### src/hw/rtl/ccs_pkg.sv
// Shared types and constants for the channel contrast stretch block.
// No dependencies; every other file of the block imports this package.
package ccs_pkg;

  localparam int SAMPLE_W = 16;
  localparam int NUM_W    = 24;
  localparam int DEN_W    = 16;
  localparam int QUO_W    = 8;
  localparam int CFG_IDX_W  = 1;
  localparam int CFG_DATA_W = 3;

  localparam logic signed [SAMPLE_W-1:0] STAT_MIN_RST = 16'sh7FFF;
  localparam logic signed [SAMPLE_W-1:0] STAT_MAX_RST = 16'sh8000;
  localparam logic [QUO_W-1:0]           BYTE_MAX     = 8'd255;

  typedef enum logic [1:0] {
    MODE_CLEAR   = 2'd0,
    MODE_GATHER  = 2'd1,
    MODE_CONVERT = 2'd2
  } mode_t;

  typedef enum logic [CFG_IDX_W-1:0] {
    CFG_ENHANCE  = 1'd0,
    CFG_CHANNELS = 1'd1
  } cfg_reg_t;

  typedef struct packed {
    logic [1:0]                  mode;
    logic [1:0]                  channel;
    logic signed [SAMPLE_W-1:0]  sample_value;
  } in_item_t;

  typedef struct packed {
    logic [QUO_W-1:0] pixel_byte;
    logic             bad_channel;
  } out_item_t;

  // Command to the min/max store.
  typedef struct packed {
    logic       clr;
    logic       upd;
    logic [1:0] ch;
  } stats_cmd_t;

endpackage

### src/hw/rtl/ccs_if.sv
// Valid/ready channel interfaces for the channel contrast stretch block.
// Depends on ccs_pkg for the item types.
interface ccs_in_if import ccs_pkg::*; ();
  logic     valid;
  logic     ready;
  in_item_t data;

  modport source (output valid, output data, input ready);
  modport sink   (input valid, input data, output ready);
endinterface

interface ccs_out_if import ccs_pkg::*; ();
  logic      valid;
  logic      ready;
  out_item_t data;

  modport source (output valid, output data, input ready);
  modport sink   (input valid, input data, output ready);
endinterface

### src/hw/rtl/ccs_stats.sv
// Per-channel running minimum and maximum store.
// Depends on ccs_pkg; one register pair per channel, read at one address.
module ccs_stats import ccs_pkg::*; #(
  parameter int MAX_CHANNELS = 4
) (
  input  logic                       clk,
  input  logic                       rst_n,
  input  stats_cmd_t                 cmd,
  input  logic signed [SAMPLE_W-1:0] upd_val,
  input  logic [1:0]                 rd_ch,
  output logic signed [SAMPLE_W-1:0] rd_min,
  output logic signed [SAMPLE_W-1:0] rd_max
);

  logic signed [SAMPLE_W-1:0] min_r   [MAX_CHANNELS];
  logic signed [SAMPLE_W-1:0] max_r   [MAX_CHANNELS];
  logic signed [SAMPLE_W-1:0] min_nxt [MAX_CHANNELS];
  logic signed [SAMPLE_W-1:0] max_nxt [MAX_CHANNELS];

  always_comb begin
    for (int i = 0; i < MAX_CHANNELS; i++) begin
      min_nxt[i] = min_r[i];
      max_nxt[i] = max_r[i];
      if (cmd.clr) begin
        min_nxt[i] = STAT_MIN_RST;
        max_nxt[i] = STAT_MAX_RST;
      end else if (cmd.upd && (cmd.ch == 2'(i))) begin
        if (upd_val < min_r[i]) min_nxt[i] = upd_val;
        if (upd_val > max_r[i]) max_nxt[i] = upd_val;
      end
    end
  end

  always_ff @(posedge clk) begin
    for (int i = 0; i < MAX_CHANNELS; i++) begin
      if (!rst_n) begin
        min_r[i] <= STAT_MIN_RST;
        max_r[i] <= STAT_MAX_RST;
      end else begin
        min_r[i] <= min_nxt[i];
        max_r[i] <= max_nxt[i];
      end
    end
  end

  // Read mux; callers only ask for a channel below MAX_CHANNELS.
  always_comb begin
    rd_min = STAT_MIN_RST;
    rd_max = STAT_MAX_RST;
    for (int i = 0; i < MAX_CHANNELS; i++) begin
      if (rd_ch == 2'(i)) begin
        rd_min = min_r[i];
        rd_max = max_r[i];
      end
    end
  end

`ifndef SYNTHESIS
  property p_clear_resets;
    @(posedge clk) disable iff (!rst_n)
      cmd.clr |=> (rd_min == STAT_MIN_RST) && (rd_max == STAT_MAX_RST);
  endproperty
  a_clear_resets: assert property (p_clear_resets)
    else $error("min/max not back at reset values after clear");

  property p_update_orders;
    @(posedge clk) disable iff (!rst_n)
      (cmd.upd && !cmd.clr && (rd_ch == cmd.ch)) |=> (rd_min <= rd_max);
  endproperty
  a_update_orders: assert property (p_update_orders)
    else $error("channel minimum above maximum after gather");

  property p_idle_holds;
    @(posedge clk) disable iff (!rst_n)
      (!cmd.clr && !cmd.upd) |=> $stable(rd_min) || !$stable(rd_ch);
  endproperty
  a_idle_holds: assert property (p_idle_holds)
    else $error("min store changed without a command");
`endif

endmodule

### src/hw/rtl/ccs_div.sv
// Iterative restoring divider: one quotient bit per cycle, saturating at 255.
// Depends on ccs_pkg for widths; divisor must be nonzero.
module ccs_div import ccs_pkg::*; (
  input  logic             clk,
  input  logic             rst_n,
  input  logic             start,
  input  logic [NUM_W-1:0] num,
  input  logic [DEN_W-1:0] den,
  output logic             done,
  output logic [QUO_W-1:0] quo
);

  localparam logic [3:0] STEP_SAT = 4'(QUO_W);

  logic             busy_r, busy_nxt;
  logic             done_r, done_nxt;
  logic [3:0]       step_r, step_nxt;
  logic [NUM_W-1:0] rem_r,  rem_nxt;
  logic [NUM_W-1:0] dsh_r,  dsh_nxt;
  logic [QUO_W-1:0] quo_r,  quo_nxt;
  logic             ge;

  assign ge = (rem_r >= dsh_r);

  always_comb begin
    busy_nxt = busy_r;
    done_nxt = 1'b0;
    step_nxt = step_r;
    rem_nxt  = rem_r;
    dsh_nxt  = dsh_r;
    quo_nxt  = quo_r;
    if (start) begin
      busy_nxt = 1'b1;
      step_nxt = STEP_SAT;
      rem_nxt  = num;
      dsh_nxt  = {den, {(NUM_W-DEN_W){1'b0}}};
      quo_nxt  = '0;
    end else if (busy_r) begin
      if ((step_r == STEP_SAT) && ge) begin
        // Quotient of 256 or more: clamp and stop early.
        quo_nxt  = BYTE_MAX;
        busy_nxt = 1'b0;
        done_nxt = 1'b1;
      end else begin
        if (step_r != STEP_SAT) quo_nxt = {quo_r[QUO_W-2:0], ge};
        if (ge) rem_nxt = rem_r - dsh_r;
        dsh_nxt  = dsh_r >> 1;
        step_nxt = step_r - 4'd1;
        if (step_r == 4'd0) begin
          busy_nxt = 1'b0;
          done_nxt = 1'b1;
        end
      end
    end
  end

  always_ff @(posedge clk) begin
    if (!rst_n) begin
      busy_r <= 1'b0;
      done_r <= 1'b0;
    end else begin
      busy_r <= busy_nxt;
      done_r <= done_nxt;
    end
    step_r <= step_nxt;
    rem_r  <= rem_nxt;
    dsh_r  <= dsh_nxt;
    quo_r  <= quo_nxt;
  end

  assign done = done_r;
  assign quo  = quo_r;

`ifndef SYNTHESIS
  property p_no_restart;
    @(posedge clk) disable iff (!rst_n) start |-> !busy_r;
  endproperty
  a_no_restart: assert property (p_no_restart)
    else $error("divider started while busy");

  property p_start_busy;
    @(posedge clk) disable iff (!rst_n) start |=> busy_r && !done_r;
  endproperty
  a_start_busy: assert property (p_start_busy)
    else $error("divider not busy after start");

  property p_rem_bound;
    @(posedge clk) disable iff (!rst_n)
      (busy_r && (step_r != STEP_SAT)) |-> ({1'b0, rem_r} < {dsh_r, 1'b0});
  endproperty
  a_rem_bound: assert property (p_rem_bound)
    else $error("partial remainder out of range");

  property p_done_idle;
    @(posedge clk) disable iff (!rst_n) done_r |-> !busy_r;
  endproperty
  a_done_idle: assert property (p_done_idle)
    else $error("divider done while still busy");
`endif

endmodule

### src/hw/rtl/channel_contrast_stretch.sv
// Per-channel min-max contrast stretch to 8-bit components, run as two passes
// over a frame: clear items reset every channel's running min and max, gather
// items widen the min/max of their channel, convert items return one byte,
// floor(255*(v-min)/(max-min)) clamped to 0..255, or floor(255*v/2^FRAC_BITS)
// clamped when enhancement is off or the channel is flat. Clear, gather and
// unused-mode items give no result. A convert item that goes through the
// shared restoring divider passes from acceptance through the setup steps
// S_PREP and S_NORM, the divider (its saturation test, then the quotient bits),
// a step to collect the quotient and one to load the output register. A
// quotient of 256 or more stops the divider after its saturation test. A
// convert on a bad channel goes straight to the output step; a flat channel,
// plain scaling or a non-positive numerator skips the divider. A result still
// waiting for the sink holds a finished convert in its output step. The block
// works on one item at a time; the output register lets the next item be
// accepted while a result waits for the sink. Config (enhance_enable at index
// 0, channels_in_use at index 1) must be written only while the block is idle;
// the block itself does not enforce this.
// Depends on ccs_pkg, ccs_if, ccs_stats and ccs_div.
module channel_contrast_stretch import ccs_pkg::*; #(
  parameter int MAX_CHANNELS = 4,
  parameter int FRAC_BITS    = 12
) (
  input  logic                  clk,
  input  logic                  rst_n,
  ccs_in_if.sink                in_if,
  ccs_out_if.source             out_if,
  input  logic                  cfg_we,
  input  logic [CFG_IDX_W-1:0]  cfg_index,
  input  logic [CFG_DATA_W-1:0] cfg_data
);

  localparam logic [2:0] MAX_CH = 3'(MAX_CHANNELS);
  localparam int         PLAIN_W = SAMPLE_W + 7;

  typedef enum logic [2:0] {
    S_IDLE,
    S_PREP,
    S_NORM,
    S_DIV,
    S_OUT
  } state_t;

  state_t                     state_r,  state_nxt;
  logic                       enh_r,    enh_nxt;
  logic [2:0]                 chn_r,    chn_nxt;
  logic                       oval_r,   oval_nxt;
  out_item_t                  odata_r,  odata_nxt;
  out_item_t                  res_r,    res_nxt;
  logic [1:0]                 ch_r,     ch_nxt;
  logic signed [SAMPLE_W-1:0] v_r,      v_nxt;
  logic signed [SAMPLE_W:0]   diff_r,   diff_nxt;
  logic signed [SAMPLE_W:0]   den_r,    den_nxt;
  logic                       flat_r,   flat_nxt;
  logic [QUO_W-1:0]           plain_r,  plain_nxt;

  logic                       accept;
  logic                       ch_valid;
  stats_cmd_t                 scmd;
  logic signed [SAMPLE_W-1:0] st_min, st_max;
  logic                       div_start, div_done;
  logic [NUM_W-1:0]           div_num;
  logic [DEN_W-1:0]           div_den;
  logic [QUO_W-1:0]           div_quo;
  logic signed [SAMPLE_W:0]   sdiff;
  logic signed [SAMPLE_W:0]   dmag;
  logic [PLAIN_W-1:0]         pprod, pshift;

  assign accept   = in_if.valid && in_if.ready;
  assign ch_valid = ({1'b0, in_if.data.channel} < chn_r) &&
                    ({1'b0, in_if.data.channel} < MAX_CH);

  // Min/max store commands come straight from the accepted item.
  always_comb begin
    scmd.clr = 1'b0;
    scmd.upd = 1'b0;
    scmd.ch  = (state_r == S_IDLE) ? in_if.data.channel : ch_r;
    if (accept) begin
      case (in_if.data.mode)
        MODE_CLEAR:  scmd.clr = 1'b1;
        MODE_GATHER: scmd.upd = ch_valid;
        default:     scmd.upd = 1'b0;
      endcase
    end
  end

  ccs_stats #(
    .MAX_CHANNELS (MAX_CHANNELS)
  ) u_stats (
    .clk     (clk),
    .rst_n   (rst_n),
    .cmd     (scmd),
    .upd_val (in_if.data.sample_value),
    .rd_ch   (ch_r),
    .rd_min  (st_min),
    .rd_max  (st_max)
  );

  // Plain scaling: 255*v as (v << 8) - v, then drop the fraction bits.
  assign pprod  = {v_r[SAMPLE_W-2:0], 8'b0} - {8'b0, v_r[SAMPLE_W-2:0]};
  assign pshift = pprod >> FRAC_BITS;

  // Fold the divisor sign into the numerator so the divider sees magnitudes.
  assign sdiff   = den_r[SAMPLE_W] ? -diff_r : diff_r;
  assign dmag    = den_r[SAMPLE_W] ? -den_r  : den_r;
  assign div_num = {sdiff[DEN_W-1:0], 8'b0} - {8'b0, sdiff[DEN_W-1:0]};
  assign div_den = dmag[DEN_W-1:0];

  ccs_div u_div (
    .clk   (clk),
    .rst_n (rst_n),
    .start (div_start),
    .num   (div_num),
    .den   (div_den),
    .done  (div_done),
    .quo   (div_quo)
  );

  always_comb begin
    state_nxt = state_r;
    enh_nxt   = enh_r;
    chn_nxt   = chn_r;
    oval_nxt  = oval_r;
    odata_nxt = odata_r;
    res_nxt   = res_r;
    ch_nxt    = ch_r;
    v_nxt     = v_r;
    diff_nxt  = diff_r;
    den_nxt   = den_r;
    flat_nxt  = flat_r;
    plain_nxt = plain_r;
    div_start = 1'b0;

    // Drop the held result once the sink takes it.
    if (oval_r && out_if.ready) oval_nxt = 1'b0;

    if (cfg_we) begin
      unique case (cfg_reg_t'(cfg_index))
        CFG_ENHANCE:  enh_nxt = cfg_data[0];
        CFG_CHANNELS: chn_nxt = cfg_data;
      endcase
    end

    unique case (state_r)
      S_IDLE: begin
        if (accept && (in_if.data.mode == MODE_CONVERT)) begin
          ch_nxt = in_if.data.channel;
          v_nxt  = in_if.data.sample_value;
          if (ch_valid) begin
            state_nxt = S_PREP;
          end else begin
            res_nxt   = '{pixel_byte: '0, bad_channel: 1'b1};
            state_nxt = S_OUT;
          end
        end
      end
      S_PREP: begin
        diff_nxt  = (SAMPLE_W+1)'(v_r) - (SAMPLE_W+1)'(st_min);
        den_nxt   = (SAMPLE_W+1)'(st_max) - (SAMPLE_W+1)'(st_min);
        flat_nxt  = !enh_r || (st_max == st_min);
        if (v_r[SAMPLE_W-1] || (v_r == '0)) plain_nxt = '0;
        else if (pshift > PLAIN_W'(BYTE_MAX)) plain_nxt = BYTE_MAX;
        else plain_nxt = pshift[QUO_W-1:0];
        state_nxt = S_NORM;
      end
      S_NORM: begin
        if (flat_r) begin
          res_nxt   = '{pixel_byte: plain_r, bad_channel: 1'b0};
          state_nxt = S_OUT;
        end else if (sdiff[SAMPLE_W] || (sdiff == '0)) begin
          res_nxt   = '{pixel_byte: '0, bad_channel: 1'b0};
          state_nxt = S_OUT;
        end else begin
          div_start = 1'b1;
          state_nxt = S_DIV;
        end
      end
      S_DIV: begin
        if (div_done) begin
          res_nxt   = '{pixel_byte: div_quo, bad_channel: 1'b0};
          state_nxt = S_OUT;
        end
      end
      S_OUT: begin
        // Hold until the output register is free, then hand the item over.
        if (!oval_r || out_if.ready) begin
          oval_nxt  = 1'b1;
          odata_nxt = res_r;
          state_nxt = S_IDLE;
        end
      end
      default: state_nxt = S_IDLE;
    endcase
  end

  always_ff @(posedge clk) begin
    if (!rst_n) begin
      state_r <= S_IDLE;
      enh_r   <= 1'b1;
      chn_r   <= 3'd4;
      oval_r  <= 1'b0;
    end else begin
      state_r <= state_nxt;
      enh_r   <= enh_nxt;
      chn_r   <= chn_nxt;
      oval_r  <= oval_nxt;
    end
    odata_r <= odata_nxt;
    res_r   <= res_nxt;
    ch_r    <= ch_nxt;
    v_r     <= v_nxt;
    diff_r  <= diff_nxt;
    den_r   <= den_nxt;
    flat_r  <= flat_nxt;
    plain_r <= plain_nxt;
  end

  assign in_if.ready  = (state_r == S_IDLE);
  assign out_if.valid = oval_r;
  assign out_if.data  = odata_r;

`ifndef SYNTHESIS
  property p_bad_zero;
    @(posedge clk) disable iff (!rst_n)
      (out_if.valid && out_if.data.bad_channel) |-> (out_if.data.pixel_byte == '0);
  endproperty
  a_bad_zero: assert property (p_bad_zero)
    else $error("bad channel item with nonzero byte");

  property p_bad_shortcut;
    @(posedge clk) disable iff (!rst_n)
      (accept && (in_if.data.mode == MODE_CONVERT) && !ch_valid) |=> (state_r == S_OUT);
  endproperty
  a_bad_shortcut: assert property (p_bad_shortcut)
    else $error("bad channel convert did not go straight to output");

  property p_div_from_norm;
    @(posedge clk) disable iff (!rst_n) div_start |-> (state_r == S_NORM) && !flat_r;
  endproperty
  a_div_from_norm: assert property (p_div_from_norm)
    else $error("divider started outside the setup step");

  property p_div_nonzero;
    @(posedge clk) disable iff (!rst_n) div_start |-> (div_den != '0);
  endproperty
  a_div_nonzero: assert property (p_div_nonzero)
    else $error("divider started with a zero range");
`endif

endmodule

### src/flat_wrapper.sv
// flat-port wrapper written by rule: the top's interface ports become plain ports
module channel_contrast_stretch_flat import ccs_pkg::*;
#(
  parameter int MAX_CHANNELS = 4,
  parameter int FRAC_BITS    = 12
)
  (clk, rst_n, cfg_we, cfg_index, cfg_data, in_if_valid, in_if_data, in_if_ready, out_if_valid, out_if_data, out_if_ready);
  ccs_in_if in_if_i ();
  ccs_out_if out_if_i ();
  input  logic clk;
  input  logic rst_n;
  input  logic cfg_we;
  input  logic [CFG_IDX_W-1:0] cfg_index;
  input  logic [CFG_DATA_W-1:0] cfg_data;
  input wire logic [$bits(in_if_i.valid)-1:0] in_if_valid;
  input wire logic [$bits(in_if_i.data)-1:0] in_if_data;
  output wire logic [$bits(in_if_i.ready)-1:0] in_if_ready;
  output wire logic [$bits(out_if_i.valid)-1:0] out_if_valid;
  output wire logic [$bits(out_if_i.data)-1:0] out_if_data;
  input wire logic [$bits(out_if_i.ready)-1:0] out_if_ready;
  assign in_if_i.valid = in_if_valid;
  assign in_if_i.data = in_if_data;
  assign in_if_ready = in_if_i.ready;
  assign out_if_valid = out_if_i.valid;
  assign out_if_data = out_if_i.data;
  assign out_if_i.ready = out_if_ready;
  channel_contrast_stretch #(.MAX_CHANNELS(MAX_CHANNELS), .FRAC_BITS(FRAC_BITS)) u_core (.clk(clk), .rst_n(rst_n), .in_if(in_if_i), .out_if(out_if_i), .cfg_we(cfg_we), .cfg_index(cfg_index), .cfg_data(cfg_data));
endmodule
### config.mk
export PLATFORM = sky130hd
export DESIGN_NAME = channel_contrast_stretch_flat
export DESIGN_NICKNAME = d
export VERILOG_FILES = /design/src/hw/rtl/ccs_pkg.sv /design/src/hw/rtl/ccs_if.sv /design/src/hw/rtl/ccs_stats.sv /design/src/hw/rtl/ccs_div.sv /design/src/hw/rtl/channel_contrast_stretch.sv /design/src/flat_wrapper.sv
export SDC_FILE = /design/constraint.sdc
export NUM_CORES = 1
export LEC_CHECK = 0
export BUFFER_PORTS_ARGS = -buffer_cell sky130_fd_sc_hd__buf_4
export CAP_MARGIN = 20
export CORE_MARGIN = 5
export CORE_UTILIZATION = 65
export CTS_BUF_LIST = sky130_fd_sc_hd__clkbuf_4
export CTS_CLUSTER_SIZE = 28
export DETAILED_ROUTE_END_ITERATION = 10
export PLACE_DENSITY = 0.82
export SETUP_SLACK_MARGIN = 0.05
export SYNTH_ARGS = -nofsm -noshare
export SYNTH_HDL_FRONTEND = slang
export SYNTH_SLANG_ARGS = --single-unit
### constraint.sdc
create_clock -name clk -period 7.2 [get_ports clk]
set_input_delay 0 -clock clk [delete_from_list [all_inputs] [get_ports clk]]
set_output_delay 0 -clock clk [all_outputs]
set_load 0.02 [all_outputs]
==> results.md <==
* Final Hold Vio Count at 0
* Int Pwr at 2.726 mW
* Vias in the first global route at 15960
* Worst-Margin Slew at 1.156 ns
* Hold Crit Start: in_if_data[16]
* Clock Tree Buf Depth at 3
* CP Class: flip-flop to flip-flop
* Flops & latches, synth at 277
* Seq pwr share at 46.5%
* Placed cells at 2395
* Period utilization at 67.97%
* Die height at 180.8 um
* Critical path startpoint category: flip-flop
* Switching share of power at 27.53%
* Synth area leaders: edfxtp_1, dfxtp_1, ha_1
* Top cells by count, synth: inv_1, ha_1, dfxtp_1
* Setup crit end kind: flip-flop
* Final worst slack at 2.307 ns
* Slew HR at 22.91%
* Required time worst endpoint at 7.59 ns
* R2r setup slk at 2.31 ns
* Post-DP HPWL at 36490 um
* Switching pwr at 1.036 mW
* Hold WC Path Type: input port to flip-flop
* Post-Synthesis Cells at 2034
* Slew Viols, Final at 0
* Via count at 15780
* Non-filler cells, final at 2573
* Drt initial violations at 951
* CP arrival at 5.28 ns
* Initial antenna violation count at 1
* 1st-pass router iterations at 5
* Clock transition at path regs at 0.07 ns
* Clock Power Share at 40.3%
* GPL Wtd Cong at 0.9265
* Share of the synthesized area in the top cell type at 18.85%
* Worst Setup SP: u_core.diff_r[0]
* Most common cell in the netlist: inv_1
* Grt ovf at 0
* First-pass GRT wire length at 79530 um
* Crit Path Max Fanout at 67
* RSZ-0062 raised after global routing: false
* Static leakage at 9.743 nW
* CTS tree: yes
* Die Width at 180.8 um
* FMAX at 204.4 MHz
* Initial Util at 65.87%
* Post-DR wirelength/cell at 19.31 um
* Worst VDD drop at 0.1115 mV
* Area occupied by multi-input gates at 11090 um^2
* Seq/Total Area, Yosys at 35.54%
* Syn Nets at 2260
* Async SR Flop Fraction at 0%
* PortBufs at 39
* Core area at 28780 um^2
* Max-cap violations at 0
* Post-Place Worst Slack at 2.350 ns
* Total GRT Usage at 29.56%
* Total wire length at 49690 um
* DRC violations left at 0
* ANT nets after route at 0
* Post-synth EDFFs at 119
* Synthesis warning total at 0
* FP Rows at 62
* Synth Cell Area at 18960 um^2
* Post-CTS Resized at 0
* Register area at 6736 um^2
* Clk_lat worst skew at 0.70 ns
* Post-synth top area cell: edfxtp_1
* H-tree Lvls at 3
* Post-Syn Area per Cell at 9.320 um^2
* Count of cell types in the netlist at 82
* Comb pwr share at 13.2%
* Reg2Reg Launch Point: u_core.diff_r[0]
* Vias per cell at 6.134
* CTS buffer count at 75
* Setup violators final at 0
* Primary FF master, synth: dfxtp_1
* Largest net degree at the start of global routing at 68
* NumNets Final at 2352
* Sum Neg Setup Slack at 0 ns
* CTS sink count at 277
* Status: complete, no violations
* Core Util, Final at 73.04%
* Final-layout fill cell count at 2064
* Root Buffer: clkbuf_4
* Area Growth Syn to Fin at 10.89%
* PwrDens at 179.0 nW/um^2
* Share of cells above drive strength 1 at 12.43%
* Clock skew at 0.05206 ns
* I/O Pins at 40
* Fin crit period at 4.893 ns
* Die ar. at 32680 um^2
-- critical path, stage by stage (launching register included) --
cell and delay (ns):
edfxtp_1 0.51, inv_1 0.16, ha_1 0.33, or4b_1 0.68
or4_1 0.46, a211oi_1 0.36, o21ai_1 0.23, nor4_4 0.35
a41o_4 0.67, buf_4 0.50, nor4_2 0.06, mux2i_1 0.16
o211ai_1 0.12
-- power groups by stage --
stage	registers [mW]	logic, mW	clock network, mW
2_1_floorplan	1.76	0.340	0
3_3_place_gp	1.77	0.454	0
3_5_place_dp	1.78	0.470	0
4_1_cts	1.75	0.489	1.54
5_1_grt	1.75	0.545	1.63
6_report	1.75	0.497	1.52
-- cells in the final DEF (no fill, tap or decap), types with 16 or more instances in the layout --
cell	count
a21oi_1	97
clkbuf_4	120
o211ai_1	51
buf_4	57
o21a_1	26
mux2i_1	114
xor2_1	36
ha_1	194
inv_1	227
nand4_1	28
edfxtp_1	119
nor2b_1	21
nor3_1	24
o31ai_1	17
nand3_1	57
nand2_1	150
mux4_2	32
a21o_1	48
dlygate4sd3_1	34
dfxtp_1	158
o22ai_1	18
xnor2_1	66
o21ai_0	75
or3_1	16
nor2_1	145
nand2b_1	21
-- final timing paths --
check / endpoint / cells past startpoint
max: u_core.u_div.rem_r[20] / 12
min: u_core.ch_r[0] / 2
max reg2reg: u_core.u_div.rem_r[20] / 12
min reg2reg: u_core.out_if.data[8] / 0
-- sequential cells by signal (all words and copies together), names as in the netlist, 2 cells and up --
register	count
u_core.res_r	9
u_core.u_div.rem_r	24
u_core.u_div.dsh_r	24
u_core.ch_r	2
u_core.diff_r	17
u_core.out_if.data	9
u_core.u_stats.min_r	64
u_core.chn_r	3
u_core.plain_r	8
u_core.state_r	3
u_core.v_r	16
u_core.u_stats.max_r	64
u_core.u_div.step_r	4
u_core.u_div.quo	8
u_core.den_r	17
-- timing repair --
item	CTS	global route
hold endpoints to repair	156	0
setup buffers	0	0
hold buffers	34	0
setup endpoints to repair	0	0
-- area by class of cell --
| type | count | share of cell area (%) |
|---|---|---|
| multi-input combinational | 1449 | 52.75 |
| sequential | 277 | 32.05 |
| antenna | 1 | 0.01190 |
| timing repair buffer | 95 | 3.887 |
| tap | 384 | 2.286 |
| inverter | 228 | 4.071 |
| clock inverter | 19 | 0.6607 |
| clock buffer | 120 | 4.285 |
-- per-layer routing --
metal / routed length (um) / up-vias / GRT usage (%)
met1: 19020 / 7451 / 33.50
met2: 25280 / 581 / 53.07
met5: 0 / - / 0
met3: 2452 / 189 / 4.323
li1: - / 7563 / -
met4: 2943 / 0 / 16.88
-- metrics by stage --
stage	hold slack [ns]	cell area (um^2)	total power, mW
after detailed placement	0.2268	19590	2.249
after global routing	0.04973	21020	3.928
after global placement	0.2277	19580	2.228
final	0.09731	21020	3.762
after floorplan	0.06194	18960	2.096
after CTS	0.05727	20970	3.774
-- cells by family (layout without fill, tap and decap cells) --
logic type                 Yosys count  after routing  synth area share (%)
xor gates and xnor gates           102            102                 4.713
DFF                                277            277                 35.54
and+or+nand+nor                    544            544                 14.09
other                                0              1                     0
adders and majority gates          199            199                 13.23
buffers and inverters              308            462                 6.488
AOI/OAI and AO/OA                  457            457                 16.07
muxes                              147            147                 9.881
(Power assumes the default switching activity.)
